--- src/itp_pkg.sv ---
// Types and constants for the interval timer pair with interrupt.
// Used by the timer, clock and top-level modules, by itp_in_if and by the bench; depends on nothing.
package itp_pkg;

  typedef enum logic [1:0] {
    FUNC_WRITE = 2'd0,
    FUNC_READ  = 2'd1,
    FUNC_TICK  = 2'd2,
    FUNC_NONE  = 2'd3
  } func_e;

  localparam logic [3:0] REG_PRA     = 4'd0;
  localparam logic [3:0] REG_PRB     = 4'd1;
  localparam logic [3:0] REG_TA_LO   = 4'd4;
  localparam logic [3:0] REG_TA_HI   = 4'd5;
  localparam logic [3:0] REG_TB_LO   = 4'd6;
  localparam logic [3:0] REG_TB_HI   = 4'd7;
  localparam logic [3:0] REG_TOD_10  = 4'd8;
  localparam logic [3:0] REG_TOD_SEC = 4'd9;
  localparam logic [3:0] REG_TOD_MIN = 4'd10;
  localparam logic [3:0] REG_TOD_HR  = 4'd11;
  localparam logic [3:0] REG_SDR     = 4'd12;
  localparam logic [3:0] REG_ICR     = 4'd13;
  localparam logic [3:0] REG_CRA     = 4'd14;
  localparam logic [3:0] REG_CRB     = 4'd15;

  localparam int CTRL_START   = 0;
  localparam int CTRL_ONESHOT = 3;
  localparam int CTRL_LOAD    = 4;
  localparam int ICR_SET      = 7;
  localparam int ICR_IR       = 7;

  localparam logic [7:0] MODE_MASK_A  = 8'h20;
  localparam logic [7:0] MODE_MASK_B  = 8'h60;
  localparam logic [7:0] PORT_RESET   = 8'hFF;
  localparam logic [15:0] TOD_RELOAD_RESET = 16'd4410;

  localparam logic [7:0] TOD_TENTHS_LIM = 8'd10;
  localparam logic [7:0] TOD_SEC_LIM    = 8'd60;
  localparam logic [7:0] TOD_MIN_LIM    = 8'd60;
  localparam logic [4:0] TOD_HR_LIM     = 5'd12;

  typedef struct packed {
    func_e       func;
    logic [3:0]  reg_addr;
    logic [7:0]  write_data;
    logic [15:0] elapsed_cycles;
  } in_item_t;

  typedef struct packed {
    logic        wr_lo;
    logic        wr_hi;
    logic        wr_ctrl;
    logic        tick;
    logic [7:0]  data;
    logic [15:0] elapsed;
  } timer_cmd_t;

  typedef struct packed {
    logic        wr_en;
    logic [1:0]  wr_idx;
    logic [7:0]  data;
    logic        tick;
  } tod_cmd_t;

endpackage

--- src/itp_if.sv ---
// Handshake channels of the timer block: input items, result items, config writes.
// Depends on itp_pkg.
interface itp_in_if;
  import itp_pkg::*;
  logic        valid;
  logic        ready;
  logic [1:0]  func;
  logic [3:0]  reg_addr;
  logic [7:0]  write_data;
  logic [15:0] elapsed_cycles;
  modport source (output valid, func, reg_addr, write_data, elapsed_cycles, input ready);
  modport sink   (input valid, func, reg_addr, write_data, elapsed_cycles, output ready);
endinterface

interface itp_out_if;
  logic       valid;
  logic       ready;
  logic [7:0] read_data;
  logic       irq_request;
  modport source (output valid, read_data, irq_request, input ready);
  modport sink   (input valid, read_data, irq_request, output ready);
endinterface

interface itp_cfg_if;
  logic        valid;
  logic        ready;
  logic [15:0] tod_tick_reload;
  modport source (output valid, tod_tick_reload, input ready);
  modport sink   (input valid, tod_tick_reload, output ready);
endinterface

--- src/itp_timer.sv ---
// One 16-bit interval timer: latch, down counter and control byte.
// Depends on itp_pkg; commands come decoded from the top level.
module itp_timer import itp_pkg::*; (
  input  logic        clk_i,
  input  logic        rst_ni,
  input  timer_cmd_t  cmd_i,
  input  logic [7:0]  mode_mask_i,
  output logic [15:0] count_o,
  output logic [7:0]  control_o,
  output logic        underflow_o
);

  logic [15:0] latch_q, latch_d, count_q, count_d;
  logic [7:0]  ctrl_q, ctrl_d;
  logic        running, force_ld, expired;

  assign force_ld    = ctrl_q[CTRL_LOAD];
  assign running     = (ctrl_q & (mode_mask_i | 8'h01)) == 8'h01;
  assign expired     = count_q <= cmd_i.elapsed;
  assign underflow_o = cmd_i.tick && !force_ld && running && expired;

  always_comb begin
    latch_d = latch_q;
    count_d = count_q;
    ctrl_d  = ctrl_q;
    if (cmd_i.wr_lo) latch_d[7:0]  = cmd_i.data;
    if (cmd_i.wr_hi) latch_d[15:8] = cmd_i.data;
    if (cmd_i.wr_ctrl) ctrl_d = cmd_i.data;
    if (cmd_i.tick) begin
      if (force_ld) begin
        count_d = latch_q;
      end else if (running) begin
        count_d = expired ? latch_q : count_q - cmd_i.elapsed;
      end
      if (underflow_o && ctrl_q[CTRL_ONESHOT]) ctrl_d[CTRL_START] = 1'b0;
      ctrl_d[CTRL_LOAD] = 1'b0;
    end
  end

  always_ff @(posedge clk_i or negedge rst_ni) begin
    if (!rst_ni) begin
      latch_q <= '0;
      count_q <= '0;
      ctrl_q  <= '0;
    end else begin
      latch_q <= latch_d;
      count_q <= count_d;
      ctrl_q  <= ctrl_d;
    end
  end

  assign count_o   = count_q;
  assign control_o = ctrl_q;

endmodule

--- src/itp_tod.sv ---
// Binary time-of-day clock: tenths, seconds, minutes, 12-hour hours with PM bit.
// Depends on itp_pkg; prescaled by the tick count per tenth.
module itp_tod import itp_pkg::*; (
  input  logic        clk_i,
  input  logic        rst_ni,
  input  tod_cmd_t    cmd_i,
  input  logic [15:0] reload_i,
  output logic [7:0]  fields_o [4]
);

  logic [7:0]  fld_q [4];
  logic [7:0]  fld_d [4];
  logic [15:0] pre_q, pre_d;
  logic [7:0]  t0, t1, t2, hr;
  logic [4:0]  hr_lo;

  always_comb begin
    fld_d = fld_q;
    pre_d = pre_q;
    t0    = fld_q[0] + 8'd1;
    t1    = fld_q[1] + 8'd1;
    t2    = fld_q[2] + 8'd1;
    hr_lo = fld_q[3][4:0] + 5'd1;
    hr    = {fld_q[3][7:5], hr_lo};
    if (hr_lo >= TOD_HR_LIM) hr = {~fld_q[3][7], fld_q[3][6:5], 5'd0};
    if (cmd_i.wr_en) fld_d[cmd_i.wr_idx] = cmd_i.data;
    if (cmd_i.tick) begin
      if (pre_q <= 16'd1) begin
        pre_d = reload_i;
        if (t0 < TOD_TENTHS_LIM) begin
          fld_d[0] = t0;
        end else begin
          fld_d[0] = '0;
          if (t1 < TOD_SEC_LIM) begin
            fld_d[1] = t1;
          end else begin
            fld_d[1] = '0;
            if (t2 < TOD_MIN_LIM) begin
              fld_d[2] = t2;
            end else begin
              fld_d[2] = '0;
              fld_d[3] = hr;
            end
          end
        end
      end else begin
        pre_d = pre_q - 16'd1;
      end
    end
  end

  always_ff @(posedge clk_i or negedge rst_ni) begin
    if (!rst_ni) begin
      fld_q <= '{default: '0};
      pre_q <= '0;
    end else begin
      fld_q <= fld_d;
      pre_q <= pre_d;
    end
  end

  assign fields_o = fld_q;

endmodule

--- src/interval_timer_pair_with_irq.sv ---
// Interval timer pair with interrupt control and time-of-day clock. One item
// (register write, register read or tick) is accepted per cycle, and
// back-pressure on the result side only stalls once the input register and
// the result register are both full. Each item passes through the input
// register and then the result register. All register state but the tick
// reload value updates in the cycle an item moves from the one to the other.
module interval_timer_pair_with_irq import itp_pkg::*; (
  input  logic clk_i,
  input  logic rst_ni,
  itp_cfg_if.sink   cfg_i,
  itp_in_if.sink    in_i,
  itp_out_if.source out_o
);

  in_item_t    item_q;
  logic        s1_valid_q, s1_valid_d;
  logic        out_valid_q, out_valid_d;
  logic [7:0]  rdata_q, rdata_d;
  logic        irq_q, irq_d;
  logic        out_take, proc, wr, rd, tick;

  logic [15:0] tod_reload_q;
  logic [7:0]  port_a_q, port_a_d, port_b_q, port_b_d, sdr_q, sdr_d;
  logic [4:0]  mask_q, mask_d;
  logic [7:0]  flags_q, flags_d;

  timer_cmd_t  cmd_a, cmd_b;
  tod_cmd_t    cmd_tod;
  logic [15:0] count_a, count_b;
  logic [7:0]  ctrl_a, ctrl_b;
  logic        uf_a, uf_b;
  logic [7:0]  tod_f [4];

  assign out_take = !out_valid_q || out_o.ready;
  assign proc     = s1_valid_q && out_take;
  assign in_i.ready  = !s1_valid_q || out_take;
  assign cfg_i.ready = 1'b1;

  assign wr   = proc && item_q.func == FUNC_WRITE;
  assign rd   = proc && item_q.func == FUNC_READ;
  assign tick = proc && item_q.func == FUNC_TICK;

  always_comb begin
    cmd_a         = '0;
    cmd_a.data    = item_q.write_data;
    cmd_a.elapsed = item_q.elapsed_cycles;
    cmd_b         = cmd_a;
    cmd_a.wr_lo   = wr && item_q.reg_addr == REG_TA_LO;
    cmd_a.wr_hi   = wr && item_q.reg_addr == REG_TA_HI;
    cmd_a.wr_ctrl = wr && item_q.reg_addr == REG_CRA;
    cmd_a.tick    = tick;
    cmd_b.wr_lo   = wr && item_q.reg_addr == REG_TB_LO;
    cmd_b.wr_hi   = wr && item_q.reg_addr == REG_TB_HI;
    cmd_b.wr_ctrl = wr && item_q.reg_addr == REG_CRB;
    cmd_b.tick    = tick;
    cmd_tod.wr_en  = wr && item_q.reg_addr[3:2] == REG_TOD_10[3:2];
    cmd_tod.wr_idx = item_q.reg_addr[1:0];
    cmd_tod.data   = item_q.write_data;
    cmd_tod.tick   = tick;
  end

  itp_timer u_timer_a (
    .clk_i, .rst_ni, .cmd_i(cmd_a), .mode_mask_i(MODE_MASK_A),
    .count_o(count_a), .control_o(ctrl_a), .underflow_o(uf_a)
  );

  itp_timer u_timer_b (
    .clk_i, .rst_ni, .cmd_i(cmd_b), .mode_mask_i(MODE_MASK_B),
    .count_o(count_b), .control_o(ctrl_b), .underflow_o(uf_b)
  );

  itp_tod u_tod (
    .clk_i, .rst_ni, .cmd_i(cmd_tod), .reload_i(tod_reload_q), .fields_o(tod_f)
  );

  always_comb begin
    port_a_d = port_a_q;
    port_b_d = port_b_q;
    sdr_d    = sdr_q;
    mask_d   = mask_q;
    flags_d  = flags_q;
    rdata_d  = '0;
    irq_d    = 1'b0;
    if (wr) begin
      case (item_q.reg_addr)
        REG_PRA: port_a_d = item_q.write_data;
        REG_PRB: port_b_d = item_q.write_data;
        REG_SDR: sdr_d    = item_q.write_data;
        REG_ICR: begin
          if (item_q.write_data[ICR_SET]) mask_d = mask_q | item_q.write_data[4:0];
          else mask_d = mask_q & ~item_q.write_data[4:0];
        end
        default: ;
      endcase
    end
    if (rd) begin
      case (item_q.reg_addr)
        REG_PRA:     rdata_d = port_a_q;
        REG_PRB:     rdata_d = port_b_q;
        REG_TA_LO:   rdata_d = count_a[7:0];
        REG_TA_HI:   rdata_d = count_a[15:8];
        REG_TB_LO:   rdata_d = count_b[7:0];
        REG_TB_HI:   rdata_d = count_b[15:8];
        REG_TOD_10:  rdata_d = tod_f[0];
        REG_TOD_SEC: rdata_d = tod_f[1];
        REG_TOD_MIN: rdata_d = tod_f[2];
        REG_TOD_HR:  rdata_d = tod_f[3];
        REG_SDR:     rdata_d = sdr_q;
        REG_ICR: begin
          rdata_d = flags_q;
          flags_d = '0;
        end
        REG_CRA: rdata_d = ctrl_a & ~(8'd1 << CTRL_LOAD);
        REG_CRB: rdata_d = ctrl_b & ~(8'd1 << CTRL_LOAD);
        default: rdata_d = '0;
      endcase
    end
    if (tick) begin
      irq_d   = (uf_a && mask_q[0]) || (uf_b && mask_q[1]);
      flags_d = flags_q | {6'd0, uf_b, uf_a};
      if (irq_d) flags_d[ICR_IR] = 1'b1;
    end
  end

  always_comb begin
    s1_valid_d = s1_valid_q;
    if (in_i.valid && in_i.ready) s1_valid_d = 1'b1;
    else if (proc) s1_valid_d = 1'b0;
    out_valid_d = out_valid_q;
    if (proc) out_valid_d = 1'b1;
    else if (out_o.ready) out_valid_d = 1'b0;
  end

  always_ff @(posedge clk_i or negedge rst_ni) begin
    if (!rst_ni) begin
      s1_valid_q   <= 1'b0;
      out_valid_q  <= 1'b0;
      tod_reload_q <= TOD_RELOAD_RESET;
      port_a_q     <= PORT_RESET;
      port_b_q     <= PORT_RESET;
      sdr_q        <= '0;
      mask_q       <= '0;
      flags_q      <= '0;
    end else begin
      s1_valid_q  <= s1_valid_d;
      out_valid_q <= out_valid_d;
      if (cfg_i.valid) tod_reload_q <= cfg_i.tod_tick_reload;
      port_a_q <= port_a_d;
      port_b_q <= port_b_d;
      sdr_q    <= sdr_d;
      mask_q   <= mask_d;
      flags_q  <= flags_d;
    end
  end

  always_ff @(posedge clk_i) begin
    if (in_i.valid && in_i.ready) begin
      item_q.func           <= func_e'(in_i.func);
      item_q.reg_addr       <= in_i.reg_addr;
      item_q.write_data     <= in_i.write_data;
      item_q.elapsed_cycles <= in_i.elapsed_cycles;
    end
    if (proc) begin
      rdata_q <= rdata_d;
      irq_q   <= irq_d;
    end
  end

  assign out_o.valid       = out_valid_q;
  assign out_o.read_data   = rdata_q;
  assign out_o.irq_request = irq_q;

endmodule

--- src/flat_wrapper.sv ---
// flat-port wrapper written by rule: the top's interface ports become plain ports
module interval_timer_pair_with_irq_flat import itp_pkg::*;
  (clk_i, rst_ni, cfg_i_valid, cfg_i_tod_tick_reload, cfg_i_ready, in_i_valid, in_i_func, in_i_reg_addr, in_i_write_data, in_i_elapsed_cycles, in_i_ready, out_o_valid, out_o_read_data, out_o_irq_request, out_o_ready);
  itp_cfg_if cfg_i_i ();
  itp_in_if in_i_i ();
  itp_out_if out_o_i ();
  input  logic clk_i;
  input  logic rst_ni;
  input wire logic [$bits(cfg_i_i.valid)-1:0] cfg_i_valid;
  input wire logic [$bits(cfg_i_i.tod_tick_reload)-1:0] cfg_i_tod_tick_reload;
  output wire logic [$bits(cfg_i_i.ready)-1:0] cfg_i_ready;
  input wire logic [$bits(in_i_i.valid)-1:0] in_i_valid;
  input wire logic [$bits(in_i_i.func)-1:0] in_i_func;
  input wire logic [$bits(in_i_i.reg_addr)-1:0] in_i_reg_addr;
  input wire logic [$bits(in_i_i.write_data)-1:0] in_i_write_data;
  input wire logic [$bits(in_i_i.elapsed_cycles)-1:0] in_i_elapsed_cycles;
  output wire logic [$bits(in_i_i.ready)-1:0] in_i_ready;
  output wire logic [$bits(out_o_i.valid)-1:0] out_o_valid;
  output wire logic [$bits(out_o_i.read_data)-1:0] out_o_read_data;
  output wire logic [$bits(out_o_i.irq_request)-1:0] out_o_irq_request;
  input wire logic [$bits(out_o_i.ready)-1:0] out_o_ready;
  assign cfg_i_i.valid = cfg_i_valid;
  assign cfg_i_i.tod_tick_reload = cfg_i_tod_tick_reload;
  assign cfg_i_ready = cfg_i_i.ready;
  assign in_i_i.valid = in_i_valid;
  assign in_i_i.func = in_i_func;
  assign in_i_i.reg_addr = in_i_reg_addr;
  assign in_i_i.write_data = in_i_write_data;
  assign in_i_i.elapsed_cycles = in_i_elapsed_cycles;
  assign in_i_ready = in_i_i.ready;
  assign out_o_valid = out_o_i.valid;
  assign out_o_read_data = out_o_i.read_data;
  assign out_o_irq_request = out_o_i.irq_request;
  assign out_o_i.ready = out_o_ready;
  interval_timer_pair_with_irq u_core (.clk_i(clk_i), .rst_ni(rst_ni), .cfg_i(cfg_i_i), .in_i(in_i_i), .out_o(out_o_i));
endmodule
--- config.mk ---
export PLATFORM = sky130hd
export DESIGN_NAME = interval_timer_pair_with_irq_flat
export DESIGN_NICKNAME = d
export VERILOG_FILES = /design/src/itp_pkg.sv /design/src/itp_if.sv /design/src/itp_timer.sv /design/src/itp_tod.sv /design/src/interval_timer_pair_with_irq.sv /design/src/flat_wrapper.sv
export SDC_FILE = /design/constraint.sdc
export NUM_CORES = 1
export LEC_CHECK = 0
export ABC_CLOCK_PERIOD_IN_PS = 3600
export BUFFER_PORTS_ARGS = -buffer_cell sky130_fd_sc_hd__buf_2
export CORE_AREA = 2 2 204 206
export DETAILED_ROUTE_END_ITERATION = 8
export DIE_AREA = 0 0 206 208
export PLACE_DENSITY = 0.43
export SLEW_MARGIN = 0
export SYNTH_ARGS = -nofsm -noshare
export SYNTH_HDL_FRONTEND = slang
export SYNTH_SLANG_ARGS = --single-unit
--- constraint.sdc ---
create_clock -name clk_i -period 3.6 [get_ports clk_i]
set_clock_uncertainty 0.05 [all_clocks]
set_input_delay 0.72 -clock clk_i [delete_from_list [all_inputs] [get_ports clk_i]]
set_output_delay 0.72 -clock clk_i [all_outputs]
set_load 0.1 [all_outputs]
==> summary.txt, run 1 <==
Die
  • Die Ht: 208 um
  • Core area: 40,550 um2
  • Die area: 42,850 um2
  • Row Count: 74
  • Initial Util: 0.2982
  • Ports: 63
  • DIE WIDTH: 206 um

Place
  • Hpwl dp: 28.19 mm
  • PortBufs: 61
  • Post-DP Area: 13,130 um2
  • Final GP Congestion: 0.8386
  • Place WS: 0.4555 ns
  • Dpl cells: 1,754

Worst setup path
  • Setup CP Type: reg -> reg
  • R2R setup slack: 0.41 ns
  • Reg2Reg Capture Point: u_core.u_tod.fields_o[11]$_DFF_PN0_
  • Critical path startpoint category: flop
  • CP Max Fanout: 11
  • Worst r2r path cells: 8
  • Setup crit end kind: flop
  • Worst endpoint required time: 4.04 ns
  • Critical R2R Launch: u_core.u_tod.fields_o[24]$_DFF_PN0_
  • Crit path DAT: 3.63 ns

Synth
  • Top-count cell post-synth: dfrtp_1
  • Synthesized flop and latch total: 214
  • Post-synthesis cell type count: 80
  • Synthesis Warnings: 0
  • Synth Net Count: 1,281
  • Fraction of registers with async set/reset: 0.8178
  • Synth cell count leaders: dfrtp_1 (153), nand2_1 (112), mux2_2 (101), o21ai_0 (88), nor2_1 (81)
  • Largest cells by area after synthesis: dfrtp_1 (32%), edfxtp_1 (9.7%), mux2_2 (9.4%)
  • Post-synth EDFFs: 39
  • Syn_area_per_cell: 10.17 um2
  • Sequential share of the synthesized area: 0.4613
  • Yosys top cell area share: 0.3166
  • Cells after synthesis: 1,189
  • Post-synth top area cell: dfrtp_1
  • Synth Cell Area: 12,090 um2
  • Primary FF master, synth: dfrtp_1

Route
  • Initial drt markers: 658
  • DR vias: 9,499
  • Antenna viol nets, final: 0
  • Wire per inst: 21.89 um
  • Vias per inst: 5.260
  • Total iterations of the first detailed-routing run: 7
  • # DRC: 0
  • Post-Route WL: 39.53 mm

Finish
  • Layout area overhead: 16.63%
  • Final core utilization: 0.3477
  • Number of diodes: 0
  • Layout cells sized above 1: 0.2190
  • Fin cells: 1,806
  • Final Cell Area: 14,100 um2
  • # nets final: 1,344

CTS
  • Skew-Pair Late Insertion Delay: 0.57 ns
  • Clk slew on worst S/H paths: 0.06 ns
  • Cts hold-fix bufs: 0
  • CTS buffer count: 28
  • Clock sinks: 214
  • Postcts setup bufs: 0
  • Post-CTS resize count: 0
  • CTS H-tree depth: 1
  • Root buf cell: clkbuf_16
  • CTS tree: yes
  • Clk buf depth: 3

Timing
  • Crit path time final: 3.194 ns
  • Slew @ Worst Pin: 1.036 ns
  • Worst setup margin: 0.4056 ns
  • Slew HR: 0.3092
  • Final hold violations: 0
  • Final setup fails: 0
  • Setup TNS Final: 0 ns
  • Hold slack: 0.1056 ns
  • Fmax achieved: 313.0 MHz
  • RSZ-0062 raised after global routing: false
  • Fin crit share: 0.8873
  • Pins Over Slew Limit: 0

Power
  • Power Internal: 5.303 mW
  • Pleak: 5.990 nW
  • Clock power frac: 0.382
  • Total power: 7.721 mW
  • Comb pwr share: 0.197
  • Seq pwr share: 0.422
  • Net switching fraction of the power: 0.3132
  • Power Dens Cells: 547.5 nW/um2
  • NetSw: 2.418 mW
  • Maximum VDD drop: 0.0003603 V

GRT
  • Via count of the first global-routing pass: 9,374
  • Total track usage: 0.1860
  • Remaining global-route overflow: 0
  • Largest net degree at the start of global routing: 66
  • Initial antenna violation count: 1
  • First-pass GRT wire length: 60.29 mm

Flow run
  • Max cap viols: 0

Status
  • Status: complete, no violations

Worst hold path
  • Tightest Hold Check Type: in -> async
power groups by stage:
stage	sequential, mW	combinational, mW	clock, mW
3_5_place_dp	3.29	1.52	0
3_3_place_gp	3.29	1.51	0
6_report	3.25	1.52	2.95
4_1_cts	3.25	1.53	3.04
5_1_grt	3.30	1.71	3.13
2_1_floorplan	3.13	1.14	0
cell usage in the layout, fill, tap and decap left out, drive strengths merged, types with 10 or more instances in the layout:
| cell | netlist | layout |
|---|---|---|
| nand2b | 17 | 17 |
| ha | 39 | 39 |
| and3 | 13 | 13 |
| nand3 | 32 | 32 |
| inv | 35 | 35 |
| a31oi | 13 | 13 |
| edfxtp | 39 | 39 |
| xnor2 | 13 | 13 |
| a21o | 16 | 16 |
| a22oi | 10 | 10 |
| a21oi | 66 | 66 |
| nor3b | 10 | 10 |
| buf | 11 | 90 |
| o22ai | 10 | 10 |
| o21ai | 91 | 91 |
| nor3 | 20 | 20 |
| mux2 | 101 | 101 |
| nor2 | 83 | 83 |
| nor2b | 16 | 16 |
| nand4 | 11 | 11 |
| mux2i | 52 | 52 |
| a211oi | 11 | 11 |
| dfrtp | 153 | 153 |
| o31ai | 13 | 13 |
| clkbuf | 47 | 40 |
| o211ai | 10 | 10 |
| nand2 | 112 | 112 |
| dfstp | 22 | 22 |
flip-flops by register name (all words and copies together) (netlist names), 2 cells and up:
| register | flops |
|---|---|
| u_core.u_tod.fields_o | 32 |
| u_core.cmd_a | 24 |
| u_core.tod_reload_q | 16 |
| u_core.u_timer_a.count_o | 16 |
| u_core.u_timer_a.latch_q | 16 |
| u_core.u_timer_b.count_o | 16 |
| u_core.u_timer_b.latch_q | 16 |
| u_core.u_tod.pre_q | 16 |
| u_core.out_o.read_data | 8 |
| u_core.port_a_q | 8 |
| u_core.port_b_q | 8 |
| u_core.sdr_q | 8 |
| u_core.u_timer_a.control_o | 8 |
| u_core.u_timer_b.control_o | 8 |
| u_core.item_q | 4 |
| u_core.flags_q | 3 |
| u_core.cmd_tod | 2 |
| u_core.mask_q | 2 |
worst max path at each step:
stage                                                  from                                endpoint  cells after the start  slack, ns
floorplan                    u_core.out_o.valid$_DFFE_PN0P_               u_core.cmd_a[0]$_DFFE_PP_                      3       0.58
global placement    u_core.u_timer_a.count_o[4]$_DFFE_PN0P_  u_core.out_o.irq_request$_SDFFCE_PN0P_                      9       0.45
detailed placement                u_core.cmd_a[4]$_DFFE_PP_  u_core.out_o.irq_request$_SDFFCE_PN0P_                     10       0.46
CTS                               u_core.cmd_a[4]$_DFFE_PP_  u_core.out_o.irq_request$_SDFFCE_PN0P_                     10       0.45
global route            u_core.u_tod.fields_o[24]$_DFF_PN0_     u_core.u_tod.fields_o[11]$_DFF_PN0_                      8       0.10
finish                  u_core.u_tod.fields_o[24]$_DFF_PN0_     u_core.u_tod.fields_o[11]$_DFF_PN0_                      8       0.41
final cells by class:
| class | count | area [um2] |
|---|---|---|
| tap | 532 | 665.6 |
| clock inverter | 13 | 185.2 |
| sequential | 214 | 5578 |
| fill | 4215 | 26450 |
| clock buffer | 39 | 792.0 |
| timing repair buffer | 91 | 576.8 |
| multi-input combinational | 882 | 6173 |
| inverter | 35 | 131.4 |
routing by layer:
layer	part of all wire	track usage	vias up
met5	0	0	-
met4	0.030	0.05296	0
met3	0.045	0.02788	61
met2	0.44	0.2867	210
met1	0.48	0.2693	4700
li1	-	-	4528
critical path: stages, from the launching register on:
cell and delay (ns):
dfrtp_1 0.45, ha_1 0.34, a21boi_0 0.20, o22ai_1 0.11, o32a_2 0.45, nor4b_4 0.75, nand2b_1 0.35, nor3b_1 0.28
a221o_1 0.13
cell families (layout without fill, tap and decap cells):
logic type	after synthesis	after routing	share of synthesized area
AND/OR/NAND/NOR	364	364	0.1516
AO/OA/AOI/OAI	301	301	0.1597
flip-flops	214	214	0.4613
multiplexers	153	153	0.1371
buffers and inverters	93	178	0.03042
adder cells (fa/ha/maj)	41	41	0.04367
XOR/XNOR	22	22	0.01594
other	1	1	0.0003101
(Power assumes the default switching activity.)
==> inputs of run 2 (changes only) <==
CORE_AREA = 2 2 177 179   (was 2 2 204 206)
DIE_AREA = 0 0 179 181   (was 0 0 206 208)
PLACE_DENSITY = 0.54   (was 0.43)
SKIP_CTS_REPAIR_TIMING = 1   (was not set)
==> summary.txt, run 2 (synthesis results as in run 1) <==
Worst setup path
  • Worst endpoint required time: 3.96 ns (-0.08 ns)
  • Setup CP Type: reg -> reg
  • Setup crit end kind: flop
  • R2R setup slack: 0.43 ns (+0.03 ns)
  • Critical R2R Launch: u_core.u_timer_b.count_o[0]$_DFFE_PN0P_
  • CP Cell Sequence: inv_1 > ha_1 > fa_1 > nor2b_1 > o31a_1 > o211ai_1 > a21o_1 > a311oi_4 > buf_4 > mux2i_1 > o21ai_0
  • Worst r2r path cells: 11 (+3)
  • Largest stage delay, worst path: 0.41 ns (-0.34 ns)
  • Max stage delay cell, worst path: dfrtp_1
  • Critical path launch point: u_core.u_timer_b.count_o[0]$_DFFE_PN0P_
  • Reg2Reg Capture Point: u_core.u_timer_b.count_o[2]$_DFFE_PN0P_
  • Critical path startpoint category: flop
  • CP Max Fanout: 16 (+5)
  • Worst setup path end: u_core.u_timer_b.count_o[2]$_DFFE_PN0P_
  • Crit path DAT: 3.53 ns (-0.10 ns)

Route
  • Met3 WL: 1.971 mm (+9.7%)
  • Initial drt markers: 676 (+2.7%)
  • Post-Route WL: 35.27 mm (-11%)
  • Met1 Wirelength: 16.84 mm (-11%)
  • Antenna viol nets, final: 0 (unchanged)
  • Top Metal Used: met4
  • Total iterations of the first detailed-routing run: 5 (-2)
  • # DRC: 0 (unchanged)
  • DR vias: 9,592 (+0.98%)
  • Wire per inst: 21.18 um (-3.2%)
  • Vias per inst: 5.761 (+9.5%)
  • Met2 wire len: 15.58 mm (-11%)

Die
  • Core area: 30,350 um2 (-25%)
  • Ports: 63 (unchanged)
  • Initial Util: 0.3984 (+0.1003)
  • Die area: 32,400 um2 (-24%)
  • Row Count: 64 (-14%)
  • Die Ht: 181 um (-13%)
  • DIE WIDTH: 179 um (-13%)

Finish
  • Fill cells: 2,900 (-31%)
  • Number of diodes: 0 (unchanged)
  • Layout area overhead: 14.51%
  • Layout cells sized above 1: 0.2151 (-0.003865)
  • # nets final: 1,341 (-0.22%)
  • Max reg flops: 32 (unchanged)
  • Most frequent cells in the layout: dfrtp_1 (153), nand2_1 (112), mux2_2 (101)
  • Commonest non-fill, non-tap cell in the layout: dfrtp_1
  • Fin cells: 1,665 (-7.8%)

Place
  • Final GP Congestion: 0.8831 (+5.3%)
  • Dpl cells: 1,617 (-7.8%)
  • Hpwl dp: 25.03 mm (-11%)
  • PortBufs: 61 (unchanged)

GRT
  • Largest net degree at the start of global routing: 70 (+6.1%)
  • Initial antenna violation count: 0 (-1)
  • Remaining global-route overflow: 0 (unchanged)
  • Total track usage: 0.2185 (+0.03243)
  • First-pass GRT wire length: 54.39 mm (-9.8%)
  • Via count of the first global-routing pass: 9,111 (-2.8%)

Timing
  • Slew @ Worst Pin: 0.9967 ns (-0.03945 ns)
  • RSZ-0062 raised after global routing: false
  • Crit path time final: 3.169 ns (-0.02590 ns)
  • Final hold violations: 0 (unchanged)
  • Fin crit share: 0.8801 (-0.007193)
  • Setup TNS Final: 0 ns (unchanged)
  • Slew HR: 0.3355 (+0.02639)
  • Fmax achieved: 315.6 MHz (+0.82%)
  • Final setup fails: 0 (unchanged)
  • Pins Over Slew Limit: 0 (unchanged)

CTS
  • CTS H-tree depth: 1 (unchanged)
  • Clk buf depth: 3 (unchanged)
  • Clock sinks: 214 (unchanged)
  • Skew-Pair Late Insertion Delay: 0.54 ns (-0.03 ns)
  • Clk slew on worst S/H paths: 0.06 ns (about the same)
  • CTS buffer count: 26 (-7.1%)
  • Root buf cell: clkbuf_16
  • CTS tree: yes

Power
  • Seq pwr share: 0.431 (+0.009)
  • Power Internal: 5.211 mW (-1.7%)
  • Clock power frac: 0.369 (-0.013)
  • Net switching fraction of the power: 0.3075 (-0.005616)
  • NetSw: 2.314 mW (-4.3%)
  • Comb pwr share: 0.200 (+0.003)
  • Maximum VDD drop: 0.0004060 V (+13%)
  • Power Dens Cells: 543.5 nW/um2 (-0.73%)
  • Pleak: 5.945 nW (-0.76%)

Worst hold path
  • Tightest Hold Check Type: in -> async

Flow run
  • Max cap viols: 0 (unchanged)

Status
  • Status: complete, no violations
[run 2: layout make-up]
type	instances	area (um2)	share of cell area
multi-input combinational	882	6170	0.4456
sequential	214	5578	0.4029
clock buffer	40	797.0	0.05756
timing repair buffer	90	554.3	0.04003
tap	396	495.5	0.03579
inverter	35	131.4	0.009489
clock inverter	8	120.1	0.008675
[run 2: worst min path at each step]
| stage | start | end | slack [ns] | cells after the start |
|---|---|---|---|---|
| 6_report | rst_ni | u_core.u_timer_a.count_o[10]$_DFFE_PN0P_ | 0.15 | 1 |
| 5_1_grt | rst_ni | u_core.u_timer_a.count_o[9]$_DFFE_PN0P_ | 0.21 | 1 |
| 4_1_cts | rst_ni | u_core.u_timer_a.latch_q[13]$_DFFE_PN0P_ | 0.18 | 1 |
| 3_5_place_dp | u_core.flags_q[0]$_DFFE_PN0P_ | u_core.flags_q[0]$_DFFE_PN0P_ | 0.42 | 1 |
| 3_3_place_gp | u_core.flags_q[0]$_DFFE_PN0P_ | u_core.flags_q[0]$_DFFE_PN0P_ | 0.41 | 1 |
| 2_1_floorplan | rst_ni | u_core.flags_q[0]$_DFFE_PN0P_ | 0.37 | 0 |
[run 2: per-stage QoR]
stage | hold slack [ns] | util | setup slack (ns) | total power [mW] | cell area [um2]
after global placement | 0.4091 | 0.4260 | 0.5072 | 4.742 | 12930
after global routing | 0.2052 | 0.4562 | 0.2173 | 7.909 | 13850
after detailed placement | 0.4157 | 0.4260 | 0.4607 | 4.771 | 12930
after floorplan | 0.3744 | - | 0.5839 | 4.267 | 12090
after CTS | 0.1763 | 0.4562 | 0.4427 | 7.577 | 13850
final | 0.1515 | 0.4562 | 0.4315 | 7.525 | 13850
[run 2: routing by layer]
| metal | global-route usage | vias to the layer above |
|---|---|---|
| met1 | 0.3224 | 4727 |
| met5 | 0 | - |
| met4 | 0.05431 | 0 |
| met2 | 0.3343 | 290 |
| li1 | - | 4514 |
| met3 | 0.03388 | 61 |
[run 2: worst max-delay path: cells and delay by family (launching register included)]
kind | cells | cell delay [ns]
AO/OA/AOI/OAI | 5 | 1.17
adder cells (fa/ha/maj) | 2 | 0.62
buffers and inverters | 2 | 0.39
flip-flops | 1 | 0.41
multiplexers | 1 | 0.23
AND/OR/NAND/NOR | 1 | 0.18
[run 2: power groups by stage]
stage          Combinational (mW)  Clock (mW)  Sequential [mW]
3_3_place_gp                 1.47           0             3.27
5_1_grt                      1.68        2.94             3.29
3_5_place_dp                 1.50           0             3.28
6_report                     1.50        2.78             3.25
2_1_floorplan                1.14           0             3.13
4_1_cts                      1.50        2.84             3.24
